$ cat src/slht_pkg.sv
`timescale 1ns / 1ps
// ----------------------------------------------------------------------------
// slht_pkg
// Shared types, constants and tables of the slew limited heading tracker.
// ----------------------------------------------------------------------------
package slht_pkg;

  localparam int ANGLE_BITS_DEF   = 16;
  localparam int CORDIC_STEPS_DEF = 16;
  localparam int ATAN_TABLE_LEN   = 24;
  localparam int QUEUE_DEPTH      = 4;

  // Datapath width of the CORDIC x and y registers: 17 bits of offset, 20 bits
  // of fraction and headroom for the CORDIC gain.
  localparam int CORDIC_XW = 40;

  // Configuration register indexes.
  localparam logic [1:0] CFG_TURN_SPEED = 2'd0;
  localparam logic [1:0] CFG_CENTER_X   = 2'd1;
  localparam logic [1:0] CFG_CENTER_Y   = 2'd2;

  localparam logic [15:0] TURN_SPEED_RST = 16'd2731;
  localparam logic [11:0] CENTER_X_RST   = 12'd400;
  localparam logic [11:0] CENTER_Y_RST   = 12'd300;

  // atan(2^-i) in units of 2^-32 turn, rounded to nearest.
  localparam logic [31:0] ATAN_TURN32 [ATAN_TABLE_LEN] = '{
    32'd536870912, 32'd316933406, 32'd167458907, 32'd85004756,
    32'd42667331,  32'd21354465,  32'd10679838,  32'd5340245,
    32'd2670163,   32'd1335087,   32'd667544,    32'd333772,
    32'd166886,    32'd83443,     32'd41722,     32'd20861,
    32'd10430,     32'd5215,      32'd2608,      32'd1304,
    32'd652,       32'd326,       32'd163,       32'd81
  };

  typedef struct packed {
    logic signed [15:0] target_x;
    logic signed [15:0] target_y;
    logic        [20:0] elapsed;
  } hdg_in_t;

  typedef struct packed {
    logic [15:0] heading_out;
    logic [15:0] target_angle;
  } hdg_out_t;

  typedef struct packed {
    logic full;
    logic empty;
  } q_status_t;

endpackage

$ cat src/slht_queue.sv
`timescale 1ns / 1ps
// ----------------------------------------------------------------------------
// slht_queue
// Short FIFO that decouples the CORDIC front from the heading update.
// ----------------------------------------------------------------------------
module slht_queue import slht_pkg::*; #(
  parameter int W = 2 * ANGLE_BITS_DEF
) (
  input  logic         clk,
  input  logic         rst,
  input  logic         push,
  input  logic [W-1:0] push_data,
  input  logic         pop,
  output logic [W-1:0] pop_data,
  output q_status_t    q_status
);

  localparam int PW = $clog2(QUEUE_DEPTH);
  localparam int CW = $clog2(QUEUE_DEPTH + 1);

  logic [W-1:0]  mem [QUEUE_DEPTH];
  logic [PW-1:0] wr_ptr;
  logic [PW-1:0] rd_ptr;
  logic [PW-1:0] rd_next;
  logic [CW-1:0] count;
  logic [CW-1:0] count_next;

  assign q_status.full  = (count == CW'(QUEUE_DEPTH));
  assign q_status.empty = (count == '0);

  always_comb begin
    count_next = count;
    if (push && !pop) begin
      count_next = count + 1'b1;
    end else if (pop && !push) begin
      count_next = count - 1'b1;
    end
  end

  always_comb begin
    rd_next = rd_ptr;
    if (pop) begin
      rd_next = (rd_ptr == PW'(QUEUE_DEPTH - 1)) ? '0 : rd_ptr + 1'b1;
    end
  end

  always_ff @(posedge clk) begin
    if (rst) begin
      wr_ptr <= '0;
      rd_ptr <= '0;
      count  <= '0;
    end else begin
      count  <= count_next;
      rd_ptr <= rd_next;
      if (push) begin
        wr_ptr <= (wr_ptr == PW'(QUEUE_DEPTH - 1)) ? '0 : wr_ptr + 1'b1;
      end
    end
  end

  // The head entry is kept in a register; a transfer into the slot that
  // becomes the head is passed straight through.
  always_ff @(posedge clk) begin
    if (push) begin
      mem[wr_ptr] <= push_data;
    end
    if (push && (wr_ptr == rd_next)) begin
      pop_data <= push_data;
    end else begin
      pop_data <= mem[rd_next];
    end
  end

endmodule

$ cat config.mk
export PLATFORM = sky130hd
export DESIGN_NAME = slht_queue
export DESIGN_NICKNAME = d
export VERILOG_FILES = /design/src/slht_pkg.sv /design/src/slht_queue.sv
export SDC_FILE = /design/constraint.sdc
export NUM_CORES = 1
export LEC_CHECK = 0
export BUFFER_PORTS_ARGS = -buffer_cell sky130_fd_sc_hd__buf_2
export CORE_MARGIN = 2
export CORE_UTILIZATION = 30
export CTS_BUF_LIST = sky130_fd_sc_hd__clkbuf_8
export CTS_CLUSTER_DIAMETER = 200
export DETAILED_ROUTE_END_ITERATION = 8
export MAX_ROUTING_LAYER = met4
export PLACE_DENSITY_LB_ADDON = 0.05
export SLEW_MARGIN = 10
export SYNTH_ARGS = -nofsm -noshare
export SYNTH_HDL_FRONTEND = slang
export SYNTH_SLANG_ARGS = --single-unit
$ cat constraint.sdc
create_clock -name clk -period 1.6 [get_ports clk]
set_input_delay 0.24 -clock clk [delete_from_list [all_inputs] [get_ports clk]]
set_output_delay 0.24 -clock clk [all_outputs]
set_load 0.05 [all_outputs]
-- Yosys cells after proc, flatten, opt, wreduce, memory -nomap -nowiden
Memories as Yosys holds them, arrays and structs flattened. A register that Yosys moved wholly into a read port is not among the register bits.
Cells that the tools add are included.
- bits in registers: 7
- latch bits: 0
- bits in writable memories: 128
- ROM bits: 0
- bits of input ports: 36
- output and inout port bits: 34
- memories kept: 1
- $add $sub $neg: 4
- multiply operators: 0
- div/mod/pow operators: 0
- $lt $le $gt $ge: 0
- equality and inequality tests: 3
- shift operators: 0
- multiplexer cells: 7
- bitwise logic cells: 0
- reductions and logical operators: 6
- memories (name ; words ; bits a word ; rd ports ; clocked after Yosys merged registers in ; wr ports ; line ; text):
    mem ; 4 ; 32 ; 1 ; 1 ; 1 ; slht_queue.sv:21 ; logic [W-1:0] mem [QUEUE_DEPTH];
- operator list (operator ; number):
    $mux W2 ; 3
    $mux W3 ; 2
    $add A2 B1 Y2 const B ; 2
    $eq A2 B2 Y1 const B ; 2
    $add A3 B1 Y3 const B ; 1
    $eq A3 B3 Y1 const B ; 1
    $logic_not A3 Y1 ; 1
    $sub A3 B1 Y3 const B ; 1
    $logic_and A1 B1 Y1 ; 2
    $logic_not A1 Y1 ; 2
    $mux W1 ; 2
    $reduce_bool A2 Y1 ; 1

-- Longest topological paths before layout
Gate-level depths: netlist of the first run.
- depth after elaboration: 4
- mapped depth: 7

-- Worst setup path before layout of the first run
Ideal clock, no wire load.
- path type: register to output
- from: register count[1]
- to: output q_status[1] in the netlist's numbering
- data arrival time: 1501 ps
- required time: 1360 ps
- slack: -141 ps
- cell stages (with the launch flop): 2
- buffers on the path: 0
- path through: dfxtp_1 > nor3b_1
- RTL lines (what ; line ; text):
    start, declared ; slht_queue.sv:25 ; logic [CW-1:0] count;
    start signal, assigned ; slht_queue.sv:53 ; count <= count_next;
    end, declared ; slht_queue.sv:15 ; output q_status_t q_status

==> metrics.yaml, run 1 <==
antenna_cells: 0
tightest_slew_ns: 0.258
ys_ff_latch: 137
gr-usage-all-layers: 0.124
ios: 70
gr-total-overflow: 0
drt_iter0_drc: 84
rsz0062_at_grt: "yes"
synthesis.area_um2: 5090
synthTopCellsByCount: "128 x edfxtp_1, 30 x mux4_2, 9 x dfxtp_1, 5 x ha_1, 5 x nor2_1"
hold_path_class: "in -> reg"
start_kind: "flip-flop"
layout_min_cycle_time_ns: 1.96
crit_path_end_kind: "output pin"
drive_above_1_share: 0.440
async_flop_share: 0
synth_top_cell_by_area: "edfxtp_1"
antenna_found_initial: 0
max_freq_mhz: 509
die_w_um: 134
dp_slack_ns: -0.0399
cts_tree: "yes"
cap_violations: 0
syn_avg_cell_area_um2: 24.2
cp_slowest_cell: "mux4_2"
via_per_inst: 4.26
core_area_um2: 16600
fin_skew_ns: 0.00642
worstSetupPathType: "reg -> out"
min_period_over_period: 1.23
status: "complete, but fails checks"
synth_nets: 252
cp_num_buf_inv: 2
cts_sinks: 137
initial_utilization: 0.307
p_leak_nw: 2.35
cts.clk_slew.worst_paths_ns: 0.07
cpPeakStageDelay_ns: 0.54
max-vdd-ir-drop_mv: 0.503
synth_cells: 210
yosysUniqueCellTypes: 22
p_per_area_nw_per_um2: 1280
ys_seq_area_frac: 0.791
synth_most_common_cell: "edfxtp_1"
gp_congestion: 0.706
rows: 47
grt_pass1_vias: 2714
wl_per_cell_um: 17.6
n_fill_cell: 1529
hold_violations: 0
setup_violations: 32
seqCellArea_um2: 4030
postLayoutCoreUtil: 0.404
slew-limit-headroom: 0.828
netlist.area_leader.share: 0.755
clock-root-buffer: "clkbuf_8"
critical-path-top-delay-family: "multiplexers"
port-buffer-count: 69
die_h_um: 134
violations: "setup timing"
firstDrtPassIters: 3
yosys-top-cells-area: "edfxtp_1 76%, mux4_2 13%, dfxtp_1 3.5%"
insertion_delay_ns: 0.44
critPathArrivalTime_ns: 1.72
setup_slack_ns: -0.365
synth_edf_count: 128
ctsLongestPathBuffers: 2
grt_max_degree: 28
hpwlAfterDp_um: 6250
path_max_fanout: 13
grt_first_pass_wirelength_um: 15600
wirelength_um: 10000
area_growth_pct: 31.8
cts_buffers: 17
finalNetCount: 379
dieArea_um2: 18000
yosysWarnings: 0
slew_violations: 0
dr_total_vias: 2430
path_cells: "buf_12 -> mux4_2 -> buf_6"
synth_ff_type: "edfxtp_1"
crit_required_ns: 1.36
remaining_drc_errors: 0
multi_input_area_um2: 972
postRouteAntennaNets: 0
cts_max_level: 4
final cells by class:
class                           count  share of cell area
Sequential cell                   137               0.601
Timing Repair Buffer              115               0.159
Multi-Input combinational cell     62               0.145
Tap cell                          220              0.0410
Clock buffer                       17              0.0349
Clock inverter                     15              0.0175
Inverter                            4             0.00224
state kept, by name, indices dropped and copies added (netlist names), named ones only:
signal,cells
wr_ptr,2
count,3
rd_ptr,2
mem,128
through the flow:
stage	setup TNS [ns]	cells	area, um2	power [mW]	hold WS [ns]
floorplan	0	210	5100	5.42	0.309
global placement	-0.0269	511	5880	5.87	0.434
detailed placement	-0.0562	511	5880	5.87	0.444
CTS	-12.90	571	6720	8.75	0.0000938
global route	-13.91	570	6710	8.96	0.00825
finish	-10.90	570	6710	8.59	0.0285
power by group:
group / total [mW] / switching, mW / internal, mW
Sequential: 4.17 / 0.0663 / 4.10
Clock: 2.55 / 1.22 / 1.33
Combinational: 1.88 / 1.10 / 0.780
timing repair:
action	in CTS	in global routing
setup buffers	1	0
endpoints found under the setup margin	32	33
gates resized for setup	69	2
hold buffers	27	0
endpoints found under the hold margin	108	0
per-layer routing:
| layer | wire [um] | vias to the layer above | global-route usage | share of wire |
|---|---|---|---|---|
| li1 | - | 1121 | - | - |
| met5 | 0 | - | - | 0 |
| met4 | 180 | 0 | 0.0544 | 0.018 |
| met3 | 436 | 12 | 0.0416 | 0.044 |
| met1 | 4550 | 1244 | 0.149 | 0.45 |
| met2 | 4850 | 53 | 0.190 | 0.48 |
cell usage in the layout (no fill, tap or decap), types with 6 or more instances in the layout:
cell type and instances:
edfxtp_1 128, dlygate4sd3_1 27, inv_1 6, mux4_2 32, clkinv_2 7, buf_12 8
buf_2 36, dfxtp_1 7, clkbuf_8 17, buf_4 11, buf_6 31
worst paths after layout:
path / startpoint / endpoint / slack, ns / depth (start not counted)
setup / recovery: flip-flop / pop_data[17] / -0.36 / 3
hold / removal: push_data[14] / mem[3][14] / 0.03 / 1
setup reg to reg: count[0] / count[2] / 0.13 / 4
hold reg to reg: rd_ptr[1] / flip-flop / 0.46 / 1
cell families after synthesis:
| group | after synthesis | share of synthesized area |
|---|---|---|
| DFF | 137 | 0.791 |
| muxes | 35 | 0.149 |
| and+or+nand+nor | 15 | 0.0155 |
| buffers and inverters | 11 | 0.0199 |
| adders and majority gates | 6 | 0.0162 |
| xor gates and xnor gates | 4 | 0.00688 |
| AOI/OAI and AO/OA | 2 | 0.00196 |
(Power assumes the default switching activity.)
==> inputs of run 2 (changes only) <==
Settings changed: CELL_PAD_IN_SITES_DETAIL_PLACEMENT set to 0, CELL_PAD_IN_SITES_GLOBAL_PLACEMENT set to 1, RECOVER_POWER set to 50.
==> run 2 against run 1 <==
  * The flow still finishes with violations (setup timing)
  * Register-to-register slack worse by 0.02 ns
  * Cell count fell by 0.18%
  * Sequential power is essentially flat
  * Routed wire length shrank 2.6%
  * Die area stayed put
  * Via count grew 2.3%
  * Utilization is 0.67 points higher
  * Clock-buffer cell count unchanged
  * Worst hold slack better by 0.046 ns
  * Fmax decreased by 0.27%
  * Critical endpoint is now pop_data[22]
  * Largest power group unchanged
==> metrics.yaml, run 2 (same netlist as run 1, synthesis figures left out) <==
largest_register_ffs: 128  # unchanged
final_common_cell: "edfxtp_1"
final_cells: 569  # -0.18%
rsz0062_at_grt: "yes"
rows: 47  # unchanged
rr_worst_depth: 4  # unchanged
tightest_slew_ns: 0.257  # -0.00125 ns
gr-usage-all-layers: 0.121  # -0.00282
p_per_area_nw_per_um2: 1410  # +9.8%
final_cell_mix: "128 x edfxtp_1, 32 x mux4_2, 32 x clkbuf_1"
cp_slowest_cell: "mux4_2"
antenna_found_initial: 0  # unchanged
largest_registers: "mem: 128 flops, count: 3 flops"
n_fill_cell: 1520  # -0.59%
seqCellArea_um2: 4030  # unchanged
port-buffer-count: 69  # unchanged
hold_violations: 0  # unchanged
drive_above_1_share: 0.361  # -0.0790
crit_required_ns: 1.36  # about the same
hold_path_class: "in -> reg"
wl_per_cell_um: 17.1  # -2.4%
holdWs_ns: 0.0744  # +0.0458 ns
p_leak_nw: 2.31  # -1.6%
worstSetupPathType: "reg -> out"
gp_congestion: 0.638  # -9.6%
hpwlAfterDp_um: 5930  # -5.1%
path_cells: "buf_12 -> mux4_2 -> buf_6"
firstDrtPassIters: 4  # +1
cts_buffers: 17  # unchanged
ctsLongestPathBuffers: 2  # unchanged
die_h_um: 134  # unchanged
slew-limit-headroom: 0.829  # +0.000836
die_w_um: 134  # unchanged
area_growth_pct: 34.0
crit_path_end_kind: "output pin"
path_max_fanout: 13  # unchanged
min_period_over_period: 1.23  # +0.00328
ios: 70  # unchanged
cap_violations: 0  # unchanged
critical-path-top-delay-family: "multiplexers"
critPathArrivalTime_ns: 1.73  # about the same
max_freq_mhz: 508  # -0.27%
finalNetCount: 378  # -0.26%
layout_min_cycle_time_ns: 1.97  # +0.00524 ns
cts_sinks: 137  # unchanged
gr-total-overflow: 0  # unchanged
status: "complete, but fails checks"
grt_max_degree: 24  # -14%
core_area_um2: 16600  # unchanged
cts.clk_slew.worst_paths_ns: 0.07  # about the same
postRouteAntennaNets: 0  # unchanged
antenna_cells: 0  # unchanged
cts_tree: "yes"
dieArea_um2: 18000  # unchanged
grt_first_pass_wirelength_um: 15200  # -1.9%
cp_num_buf_inv: 2  # unchanged
start_kind: "flip-flop"
regMostFlops: "mem"
critical_path_cell_count: 3  # unchanged
insertion_delay_ns: 0.43  # about the same
setup_slack_ns: -0.370  # -0.00524 ns
drt_iter0_drc: 126  # +50%
initial_utilization: 0.307  # unchanged
grt_pass1_vias: 2664  # -1.8%
slew_violations: 0  # unchanged
cts_max_level: 4  # unchanged
holdPathStages: 2  # +1
max-vdd-ir-drop_mv: 0.548  # +8.8%
via_per_inst: 4.37  # +2.5%
clock-root-buffer: "clkbuf_8"
multi_input_area_um2: 972  # unchanged
wirelength_um: 9760  # -2.6%
remaining_drc_errors: 0  # unchanged
dp_cells: 509  # -0.39%
violations: "setup timing"
fin_skew_ns: 0.00663  # +0.000215 ns
setup_violations: 32  # unchanged
cpPeakStageDelay_ns: 0.54  # about the same
dr_total_vias: 2486  # +2.3%
[run 2: changes by cell type in the layout (fill, tap and decap cells not counted)]
cell,delta
buf_2,-32
clkbuf_1,+32
bufinv_16,+6
clkinv_2,-4
buf_6,-3
buf_4,+2
clkinv_1,-2
clkinvlp_4,+2
inv_1,-2
buf_12,+1
dlygate4sd3_1,-1
[run 2: layout make-up]
cell class                 count  share of cell area
clock buffer                  17              0.0343
clock inverter                15              0.0407
tap                          220              0.0404
timing repair buffer         114               0.149
inverter                       4             0.00220
multi-input combinational     62               0.143
sequential                   137               0.591
[run 2: worst paths after layout]
kind / start / slack, ns / to
max reg2reg: count[0] / 0.11 / count[2]
max: flip-flop / -0.37 / pop_data[22]
min reg2reg: rd_ptr[1] / 0.46 / flip-flop
min: rst / 0.07 / count[1]
[run 2: worst reg2reg max path: cells and delay by family (launching register included)]
family          cells  cell delay [ns]
xor+xnor            1             0.16
flops               1             0.37
compound gates      1             0.14
fa+ha+maj           1             0.45
simple gates        1             0.31
[run 2: power breakdown]
part	switching, mW	internal (mW)
clock network	1.26	2.31
logic	1.09	0.770
registers	0.0681	4.10
total	2.41	7.18
[run 2: what timing repair did]
action,in CTS,in global routing
endpoints found under the setup margin,32,33
setup buffers,2,0
gates resized for setup,65,1
endpoints found under the hold margin,91,6
hold buffers,24,2
[run 2: layer usage]
layer,routed length (um),vias to the layer above,part of all wire,track usage
met5,0,-,0,-
met3,410,7,0.042,0.0412
met4,97,0,0.0099,0.0439
li1,-,1121,-,-
met1,4440,1303,0.45,0.149
met2,4810,55,0.49,0.185
[run 2: metrics by stage]
step                 util  power, mW  setup TNS (ns)  setup WS, ns  instance area, um2
floorplan               -       5.42               0         0.119                5100
global placement    0.355       5.87          -0.112       -0.0171                5880
detailed placement  0.355       5.87          -0.109       -0.0246                5880
CTS                 0.412       9.76          -12.98        -0.429                6840
global route        0.411       10.0          -14.13        -0.474                6820
finish              0.411       9.59          -10.95        -0.370                6820
