`config.mk`:
```
export PLATFORM = sky130hd
export DESIGN_NAME = slht_back
export DESIGN_NICKNAME = d
export VERILOG_FILES = /design/src/slht_pkg.sv /design/src/slht_back.sv
export SDC_FILE = /design/constraint.sdc
export NUM_CORES = 1
export LEC_CHECK = 0
export ABC_CLOCK_PERIOD_IN_PS = 10700
export BUFFER_PORTS_ARGS = -buffer_cell sky130_fd_sc_hd__clkbuf_2
export CAP_MARGIN = 20
export CORE_ASPECT_RATIO = 0.6
export CORE_MARGIN = 3
export CORE_UTILIZATION = 62
export DETAILED_ROUTE_END_ITERATION = 6
export GPL_ROUTABILITY_DRIVEN = 0
export HOLD_SLACK_MARGIN = 0.02
export PLACE_DENSITY_LB_ADDON = 0.15
export SETUP_SLACK_MARGIN = 0.15
export SYNTH_ARGS = -nofsm -noshare
export SYNTH_HDL_FRONTEND = slang
export SYNTH_SLANG_ARGS = --single-unit
```
`constraint.sdc`:
```
create_clock -name clk -period 10.7 [get_ports clk]
set_clock_uncertainty 0.2 [all_clocks]
set_input_delay 0.535 -clock clk [delete_from_list [all_inputs] [get_ports clk]]
set_output_delay 0.535 -clock clk [all_outputs]
set_load 0.005 [all_outputs]
```
`src/slht_pkg.sv`:
```
`timescale 1ns / 1ps
// ----------------------------------------------------------------------------
// slht_pkg
// Shared types, constants and tables of the slew limited heading tracker.
// ----------------------------------------------------------------------------
package slht_pkg;

  localparam int ANGLE_BITS_DEF   = 16;
  localparam int CORDIC_STEPS_DEF = 16;
  localparam int ATAN_TABLE_LEN   = 24;
  localparam int QUEUE_DEPTH      = 4;

  // Datapath width of the CORDIC x and y registers: 17 bits of offset, 20 bits
  // of fraction and headroom for the CORDIC gain.
  localparam int CORDIC_XW = 40;

  // Configuration register indexes.
  localparam logic [1:0] CFG_TURN_SPEED = 2'd0;
  localparam logic [1:0] CFG_CENTER_X   = 2'd1;
  localparam logic [1:0] CFG_CENTER_Y   = 2'd2;

  localparam logic [15:0] TURN_SPEED_RST = 16'd2731;
  localparam logic [11:0] CENTER_X_RST   = 12'd400;
  localparam logic [11:0] CENTER_Y_RST   = 12'd300;

  // atan(2^-i) in units of 2^-32 turn, rounded to nearest.
  localparam logic [31:0] ATAN_TURN32 [ATAN_TABLE_LEN] = '{
    32'd536870912, 32'd316933406, 32'd167458907, 32'd85004756,
    32'd42667331,  32'd21354465,  32'd10679838,  32'd5340245,
    32'd2670163,   32'd1335087,   32'd667544,    32'd333772,
    32'd166886,    32'd83443,     32'd41722,     32'd20861,
    32'd10430,     32'd5215,      32'd2608,      32'd1304,
    32'd652,       32'd326,       32'd163,       32'd81
  };

  typedef struct packed {
    logic signed [15:0] target_x;
    logic signed [15:0] target_y;
    logic        [20:0] elapsed;
  } hdg_in_t;

  typedef struct packed {
    logic [15:0] heading_out;
    logic [15:0] target_angle;
  } hdg_out_t;

  typedef struct packed {
    logic full;
    logic empty;
  } q_status_t;

endpackage

```
`src/slht_back.sv`:
```
`timescale 1ns / 1ps
// ----------------------------------------------------------------------------
// slht_back
// Turns the stored heading toward the target angle within the step limit and
// holds the result in the output register.
// ----------------------------------------------------------------------------
module slht_back import slht_pkg::*; #(
  parameter int ANGLE_BITS = ANGLE_BITS_DEF
) (
  input  logic                    clk,
  input  logic                    rst,
  input  q_status_t               q_status,
  input  logic [2*ANGLE_BITS-1:0] pop_data,
  output logic                    pop,
  output logic                    out_valid,
  input  logic                    out_stall,
  output hdg_out_t                out_data
);

  logic [ANGLE_BITS-1:0] heading;
  logic [ANGLE_BITS-1:0] heading_next;
  logic [ANGLE_BITS-1:0] target;
  logic [ANGLE_BITS-1:0] limit;
  logic [ANGLE_BITS-1:0] diff;
  logic [ANGLE_BITS-1:0] mag;
  logic                  negative;
  logic [31:0]           hdg_ext;
  logic [31:0]           tgt_ext;

  assign pop = !q_status.empty && (!out_valid || !out_stall);
  assign {target, limit} = pop_data;

  // A difference of exactly half a turn counts as a negative turn; its
  // magnitude is then half a turn as well.
  always_comb begin
    diff     = target - heading;
    negative = diff[ANGLE_BITS-1];
    mag      = negative ? (~diff + 1'b1) : diff;
    if (mag <= limit) begin
      heading_next = target;
    end else if (negative) begin
      heading_next = heading - limit;
    end else begin
      heading_next = heading + limit;
    end
    hdg_ext = 32'(heading_next);
    tgt_ext = 32'(target);
  end

  always_ff @(posedge clk) begin
    if (rst) begin
      out_valid <= 1'b0;
      heading   <= '0;
    end else begin
      if (pop) begin
        out_valid <= 1'b1;
        heading   <= heading_next;
      end else if (!out_stall) begin
        out_valid <= 1'b0;
      end
    end
  end

  always_ff @(posedge clk) begin
    if (pop) begin
      out_data.heading_out  <= hdg_ext[15:0];
      out_data.target_angle <= tgt_ext[15:0];
    end
  end

endmodule

```
Word-level counts from Yosys, hierarchy flattened
Index checks and enable logic that the tools add are counted.
Storage, ports and cells
  bits in registers: 49
  bits in latches: 0
  bits in writable memories: 0
  memory bits (read-only): 0
  word-level logic and storage cells: 21
  memories kept: 0
Cells by class
  add/subtract/negate cells: 4
  multiply operators: 0
  div/mod/pow operators: 0
  $lt $le $gt $ge: 1
  equality and inequality tests: 1
  shift operators: 0
  muxes and demuxes: 5
  bitwise gates (word level): 1
  reductions and logical operators: 5
Operators with widths (count)
  16-bit 2-to-1 mux: 3
  16-bit subtractor: 2
  16-bit by 1-bit adder with 16-bit output, second input constant: 1
  16-bit adder: 1
  16-bit <= comparator: 1
  16-bit NOT: 1
  1-bit zero test: 3
  1-bit 2-to-1 mux: 2
  2-bit != test, second input constant: 1
  1-bit logical AND: 1
  1-bit logical OR: 1

Logic depth before layout (Yosys ltp)
Gate-level depths: netlist of the first run.
  depth in word-level cells: 6
  mapped depth: 23

Worst setup path before layout of the first run
No wires, ideal clock.
  kind: input port to flip-flop
  from: input pop_data[22]
  to: register heading[15]
  setup time: 0.096 ns
  data arrival time: 4.915 ns
  data required time: 10.404 ns
  setup slack: 5.490 ns
  cell stages on the path: 20
  cell sequence: ha_1 a2111o_1 o21ai_1 nand3_1 a41o_2 xor2_1 clkbuf_1 o41ai_1 xnor2_1 ha_1 and3_1 buf_2 a221oi_1 o21ai_1 a31oi_1 a21oi_2 xnor2_2 or2_1 a41o_1 o41ai_2
On the way
  longest elaborated chain between the ends: 6
  elaborated cells between the ends (all ways): 7
Ends and longest elaborated chain
  start: declaration: RTL line slht_back.sv:13  | input logic [2*ANGLE_BITS-1:0] pop_data,
  16-bit subtractor *: RTL line slht_back.sv:36  | diff = target - heading;
  16-bit NOT: RTL line slht_back.sv:38  | mag = negative ? (~diff + 1'b1) : diff;
  16-bit by 1-bit adder with 16-bit output: RTL line slht_back.sv:38
  16-bit 2-to-1 mux: RTL line slht_back.sv:38
  16-bit <= comparator: RTL line slht_back.sv:39  | if (mag <= limit) begin
  16-bit 2-to-1 mux *: RTL line slht_back.sv:39
  end signal: assignment: RTL line slht_back.sv:57  | heading <= heading_next;
  end: declaration: RTL line slht_back.sv:20  | logic [ANGLE_BITS-1:0] heading;
Mark *: on every way between the ends. The rest lies on a longest branch, timed or not.
A chain may end at the register's enable or synchronous reset.

Worst setup path after layout of the first run
  from: input pop_data[16]
  to: register heading[15]
Same word-level chain as after synthesis.

==> impl_metrics.json, run 1 <==
{
  "status": "finished, final reports clean",
  "clock-root-buffer": "clkbuf_16",
  "hpwl_um": 8710,
  "vias": 4050,
  "fmax_ghz": 0.165,
  "place.port_buffers": 69,
  "clkPwrFrac_pct": 11.3,
  "coreArea_sq_um": 6390,
  "post_synth.cell_area_avg_sq_um": 8.80,
  "cts_tree": "built",
  "synth_edf_count": 32,
  "die_h_um": 70.2,
  "ff2ff_path_depth": 19,
  "post_cts_resize_count": 0,
  "r2r-end": "heading[15]",
  "yosysSeqAreaShare_pct": 30.6,
  "drt_iter0_drc": 483,
  "rsz0062_at_grt": "no",
  "period_share_pct": 56.7,
  "synthArstFlopShare_pct": 0,
  "yosysWarnings": 0,
  "regArea_sq_um": 1300,
  "tightest_slew_ns": 1.14,
  "r2r-start": "heading[0]",
  "cp-startpoint": "pop_data[16]",
  "setup_viol": 0,
  "cts.clk_slew.worst_paths_ns": 0.06,
  "htree_num_levels": 2,
  "layout_commonest_cell": "clkbuf_2",
  "setup_slack_ns": 4.63,
  "synth_nets": 571,
  "crit_path_end": "heading[15]",
  "cts.sinks": 49,
  "irDropWorstVdd_v": 0.000171,
  "multi_input_area_sq_um": 2740,
  "cp.required_ns": 10.69,
  "antenna_found_initial": 0,
  "synth_cell_types": 63,
  "sw_frac_of_total_pct": 47.5,
  "die_w_um": 113,
  "nFillCells": 459,
  "grt_max_degree": 42,
  "post-route-min-period_ns": 6.07,
  "grt_overflow": 0,
  "finalHoldViolations": 0,
  "endpoint_kind": "flip-flop",
  "post-cts-setup-buffers": 0,
  "path_class": "in2reg",
  "powerDensity_nw_per_um2": 289,
  "r2r_setup_slack_ns": 4.69,
  "via_per_inst": 6.36,
  "max-clock-path-buffers": 2,
  "start_util_pct": 66.7,
  "nets": 639,
  "hold_path_class": "in2reg",
  "cts_buffers": 5,
  "drive_gt1_share_pct": 17.0,
  "final.setup.tns_ns": 0,
  "syn_inst": 484,
  "pre_cts_ws_ns": 4.54,
  "drcViolationCount": 0,
  "mostFrequentLayoutCells": "clkbuf_2, ha_1, inv_1",
  "insertion_delay_ns": 0.30,
  "power.static_leakage_nw": 2.14,
  "postCtsHoldBufs": 0,
  "die_area_sq_um": 7930,
  "arrival_ns": 6.06,
  "relSlewSlack_pct": 23.4,
  "fin_util_pct": 75.6,
  "critPathMaxFanout": 11,
  "area_growth_pct": 13.4,
  "fp-row-count": 22,
  "n_antenna_cell": 0,
  "postPlaceCellArea_sq_um": 4690,
  "grt.total_usage_pct": 28.8,
  "pwr-share-comb_pct": 68.8,
  "internal-power_mw": 0.732,
  "p_sw_mw": 0.663,
  "netlist_area_sq_um": 4260,
  "grt_pass1_wl_um": 18200,
  "drv_cap": 0,
  "drt_wl_total_um": 11500,
  "cp-start-kind": "input pin",
  "post_drt_wl_per_cell_um": 18.0,
  "io-pin-count": 71,
  "synth_flop_cell": "edfxtp_1",
  "drv_slew": 0,
  "fin_area_sq_um": 4830,
  "drtPass1Iterations": 5,
  "ant_nets": 0,
  "grt_pass1_vias": 3722,
  "ys_seq_elements": 49,
  "seqPwrFrac_pct": 19.9
}
stage by stage:
step           hold slack [ns]  power, mW  cells
6_report                 0.225       1.40    637
5_1_grt                  0.231       1.50    637
4_1_cts                  0.223       1.37    637
3_5_place_dp             0.279       1.20    629
3_3_place_gp             0.264       1.16    629
2_1_floorplan            0.253      0.974    484
synthesized netlist by cell type (6+ instances only):
cell type / n / area share, %
o31ai_1: 8 / 1.4
edfxtp_1: 32 / 23
o21ai_0: 27 / 3.2
xnor2_1: 36 / 7.4
clkbuf_1: 7 / 0.62
dfxtp_1: 17 / 8.0
nor2_1: 35 / 3.1
a21o_1: 9 / 1.6
nand2b_1: 10 / 1.5
a21oi_1: 31 / 3.6
nand2_1: 39 / 3.4
a211oi_1: 10 / 1.8
nor3_1: 11 / 1.3
xor2_1: 12 / 2.5
nor2b_1: 6 / 0.88
ha_1: 48 / 14
nand3_1: 11 / 1.3
nand4_1: 7 / 1.0
inv_1: 44 / 3.9
power groups by stage:
stage / Combinational [mW] / Clock [mW] / Sequential, mW
after floorplan: 0.691 / 0 / 0.283
after global placement: 0.876 / 0 / 0.280
after detailed placement: 0.917 / 0 / 0.282
after CTS: 0.932 / 0.158 / 0.278
after global routing: 1.05 / 0.167 / 0.283
final: 0.960 / 0.157 / 0.278
layout make-up:
cell class,instances,area share (%)
inverter,45,3.50
tap,84,2.18
multi-input combinational,379,56.8
sequential,49,26.9
clock inverter,2,0.311
timing repair buffer,72,7.62
clock buffer,6,2.67
per-layer routing:
metal	GRT usage (%)	part of all wire (%)	up-vias
met3	6.15	12	29
met5	0	0	-
li1	-	-	1903
met2	43.8	43	255
met1	41.9	44	1863
met4	6.40	1.4	0
worst min path at each step:
stage / start / endpoint / slack [ns] / depth (start not counted)
4_1_cts: q_status[0] / out_valid / 0.22 / 2
6_report: q_status[0] / out_valid / 0.22 / 2
3_5_place_dp: out_valid / out_valid / 0.28 / 2
3_3_place_gp: heading[0] / heading[0] / 0.26 / 2
2_1_floorplan: heading[0] / heading[0] / 0.25 / 2
5_1_grt: q_status[0] / out_valid / 0.23 / 2
state kept, by name, indices dropped and copies added (netlist names):
register   flops
out_data      32
heading       16
out_valid      1
logic make-up (layout without fill, tap and decap cells):
kind of cell | count (synthesis) | in the layout | share of synthesized area [%]
adders and majority gates | 50 | 50 | 15.0
buffers and inverters | 56 | 125 | 5.02
xor gates and xnor gates | 50 | 50 | 10.6
AOI/OAI and AO/OA | 131 | 131 | 20.4
and+or+nand+nor | 141 | 141 | 16.6
DFF | 49 | 49 | 30.6
muxes | 7 | 7 | 1.79
critical path: stages:
cell,delay (ns)
clkbuf_2,0.10
inv_1,0.04
ha_1,0.22
fa_1,0.41
nand2b_1,0.22
a21bo_1,0.24
a21oi_1,0.25
nor2_1,0.10
xnor2_1,0.21
or3b_4,0.44
nor4_2,0.35
a21oi_1,0.14
xnor2_1,0.16
ha_1,0.34
nand4_1,0.16
a2111oi_0,0.43
nor3_1,0.12
nor2_1,0.89
nor2_1,0.09
a41o_1,0.28
o41ai_2,0.32
No activity file was read; power rests on OpenSTA's default activity.
==> run 2, diff against run 1 <==
--- a/config.mk
+++ b/config.mk
@@ -5,12 +5,13 @@
 export SDC_FILE = /design/constraint.sdc
 export NUM_CORES = 1
 export LEC_CHECK = 0
-export ABC_CLOCK_PERIOD_IN_PS = 10700
+export ABC_AREA = 1
+export ABC_CLOCK_PERIOD_IN_PS = 6090
 export BUFFER_PORTS_ARGS = -buffer_cell sky130_fd_sc_hd__clkbuf_2
 export CAP_MARGIN = 20
 export CORE_ASPECT_RATIO = 0.6
 export CORE_MARGIN = 3
-export CORE_UTILIZATION = 62
+export CORE_UTILIZATION = 59
 export DETAILED_ROUTE_END_ITERATION = 6
 export GPL_ROUTABILITY_DRIVEN = 0
 export HOLD_SLACK_MARGIN = 0.02
==> constraint.sdc (replaced) <==
create_clock -name clk -period 6.09 [get_ports clk]
set_clock_uncertainty 0.2 [all_clocks]
set_input_delay 0.3045 -clock clk [delete_from_list [all_inputs] [get_ports clk]]
set_output_delay 0.3045 -clock clk [all_outputs]
set_load 0.005 [all_outputs]
==> run 2 against run 1 <==
Net effect: register-to-register slack worse by 3.4 ns; sequential power grew 58%; routed wire length is 1.1% higher; via count increased by 11%; non-clock buffer count decreased by 2; area after synthesis increased by 9.0%; final cell count up 29%; global-route usage down 2.5 points; utilization fell by 5.8 points; die area grew 14%; design area is 7.7% higher; highest routed layer unchanged.
==> impl_metrics.json, run 2 <==
{
  "post-cts-setup-buffers": 0,
  "grt_max_degree": 41,
  "r2r-start": "heading[8]",
  "antenna_found_initial": 0,
  "cp-start-kind": "flip-flop",
  "endpoint_kind": "flip-flop",
  "postCtsHoldBufs": 0,
  "max-clock-path-buffers": 2,
  "critPathMaxFanout": 23,
  "status": "finished, final reports clean",
  "drive_gt1_share_pct": 15.7,
  "post_synth.cell_area_avg_sq_um": 7.14,
  "synthArstFlopShare_pct": 0,
  "arrival_ns": 4.76,
  "yosysWarnings": 0,
  "clock-root-buffer": "clkbuf_16",
  "place.port_buffers": 69,
  "drt_wl_total_um": 11600,
  "yosys-top-cells-count": "nand2_1, inv_1, ha_1",
  "period_share_pct": 78.6,
  "cts.clk_slew.worst_paths_ns": 0.07,
  "yosysMostFrequentCell": "nand2_1",
  "grt_pass1_wl_um": 18700,
  "yosysSeqAreaShare_pct": 28.0,
  "vias": 4494,
  "io-pin-count": 71,
  "setup_viol": 0,
  "synth_top_area_share_pct": 20.7,
  "top_regs": "out_data x32, heading x16, out_valid x1",
  "n_antenna_cell": 0,
  "drv_slew": 0,
  "r2r_setup_slack_ns": 1.30,
  "htree_num_levels": 2,
  "hold_start": "pop_data[16]",
  "die_h_um": 74.7,
  "post-route-min-period_ns": 4.79,
  "synth_area_leaders": "edfxtp_1, nand2_1, ha_1",
  "netlist_area_sq_um": 4640,
  "drt_iter0_drc": 406,
  "final.setup.tns_ns": 0,
  "synth_flop_cell": "edfxtp_1",
  "syn_inst": 650,
  "powerDensity_nw_per_um2": 344,
  "insertion_delay_ns": 0.29,
  "yosysTopAreaCell": "edfxtp_1",
  "synth_cell_types": 37,
  "synth_edf_count": 32,
  "grt.total_usage_pct": 26.3,
  "via_per_inst": 5.46,
  "hpwl_um": 9310,
  "nets": 805,
  "grt_overflow": 0,
  "start_util_pct": 62.3,
  "cts.sinks": 49,
  "layout_commonest_cell": "nand2_1",
  "drcViolationCount": 0,
  "tightest_slew_ns": 0.728,
  "mostFrequentLayoutCells": "nand2_1, inv_1, clkbuf_2",
  "cp-startpoint": "heading[8]",
  "die_w_um": 121,
  "irDropWorstVdd_v": 0.000172,
  "post_cts_resize_count": 0,
  "cp.required_ns": 6.06,
  "coreArea_sq_um": 7450,
  "fmax_ghz": 0.209,
  "setup_slack_ns": 1.30,
  "drv_cap": 0,
  "relSlewSlack_pct": 51.2,
  "hold_path_class": "in2reg",
  "fp-row-count": 24,
  "largest-register": "out_data",
  "power.static_leakage_nw": 2.85,
  "finalHoldViolations": 0,
  "power_mw": 1.79,
  "drtPass1Iterations": 5,
  "path_class": "reg2reg",
  "largest_reg_flops": 32,
  "ys_seq_elements": 49,
  "cts_buffers": 5,
  "grt_pass1_vias": 4099,
  "synth_nets": 737,
  "post_drt_wl_per_cell_um": 14.1,
  "cts_tree": "built",
  "ant_nets": 0,
  "pre_cts_ws_ns": 1.34,
  "die_area_sq_um": 9000,
  "rsz0062_at_grt": "no",
  "area_growth_pct": 12.1
}
==> run 2: changes by cell type after synthesis, moves of 10 or more <==
cell,change
nand2b_1,-10
a211oi_1,-10
nand3_1,+34
nand2_2,+11
xor2_1,+22
nand2_1,+128
inv_1,+70
xnor2_1,-30
==> run 2: worst paths after layout <==
| path | endpoint | cells after the start |
|---|---|---|
| worst min-delay path | out_data[0] | 1 |
| worst max-delay path | heading[6] | 26 |
| worst min register to register | out_valid | 2 |
| worst max register to register | heading[6] | 26 |
==> run 2: area by class of cell <==
| class | count | area (sq um) |
|---|---|---|
| clock inverters | 2 | 15.0 |
| multi-input cells | 474 | 2830 |
| inverters | 118 | 443 |
| clock buffers | 6 | 129 |
| well taps | 104 | 130 |
| repair buffers | 70 | 353 |
| fillers | 638 | 2240 |
| flip-flops and latches | 49 | 1300 |
==> run 2: critical path: stages, from the launching register on <==
cell	delay (ns)
dfxtp_1	0.36
inv_1	0.09
ha_1	0.35
nand2_1	0.11
nand2_1	0.09
nand2_1	0.07
nand2_1	0.08
a21oi_2	0.22
nand2_2	0.09
nand2_2	0.06
nand2_2	0.19
inv_2	0.39
nand2_1	0.12
xor2_1	0.15
inv_1	0.06
ha_1	0.31
a21oi_1	0.15
o21ai_0	0.08
o21bai_1	0.16
nand2_1	0.06
nand4_1	0.08
nand2_2	0.34
inv_1	0.38
nand2_1	0.16
nand2_1	0.08
o21ai_0	0.15
inv_1	0.07
==> run 2: routing by layer <==
layer	global-route usage (%)	vias to the layer above	wire (um)
li1	-	2230	-
met1	36.9	2032	5350
met2	40.3	211	4710
met3	8.11	21	1390
met4	6.16	0	164
met5	0	-	0
==> run 2: cell families after synthesis <==
family	count (synthesis)	share of synthesized area, %
compound gates	88	11.1
xor+xnor	42	8.25
fa+ha+maj	50	13.8
buf+inv	127	11.0
flops	49	28.0
simple gates	294	27.9
==> run 2: where the power goes <==
part	total [mW]	switching [mW]	internal, mW
logic	1.08	0.694	0.381
clock network	0.274	0.122	0.152
registers	0.439	0.0197	0.420
==> run 2: per-stage QoR <==
| stage | cell area (sq um) | std cells | util [%] | hold WS [ns] |
|---|---|---|---|---|
| global route | 5200 | 823 | 69.9 | 0.0252 |
| floorplan | 4640 | 650 | - | 0.198 |
| detailed placement | 5060 | 815 | 67.9 | 0.299 |
| CTS | 5200 | 823 | 69.9 | 0.0219 |
| global placement | 5060 | 815 | 67.9 | 0.285 |
| finish | 5200 | 823 | 69.9 | 0.0247 |
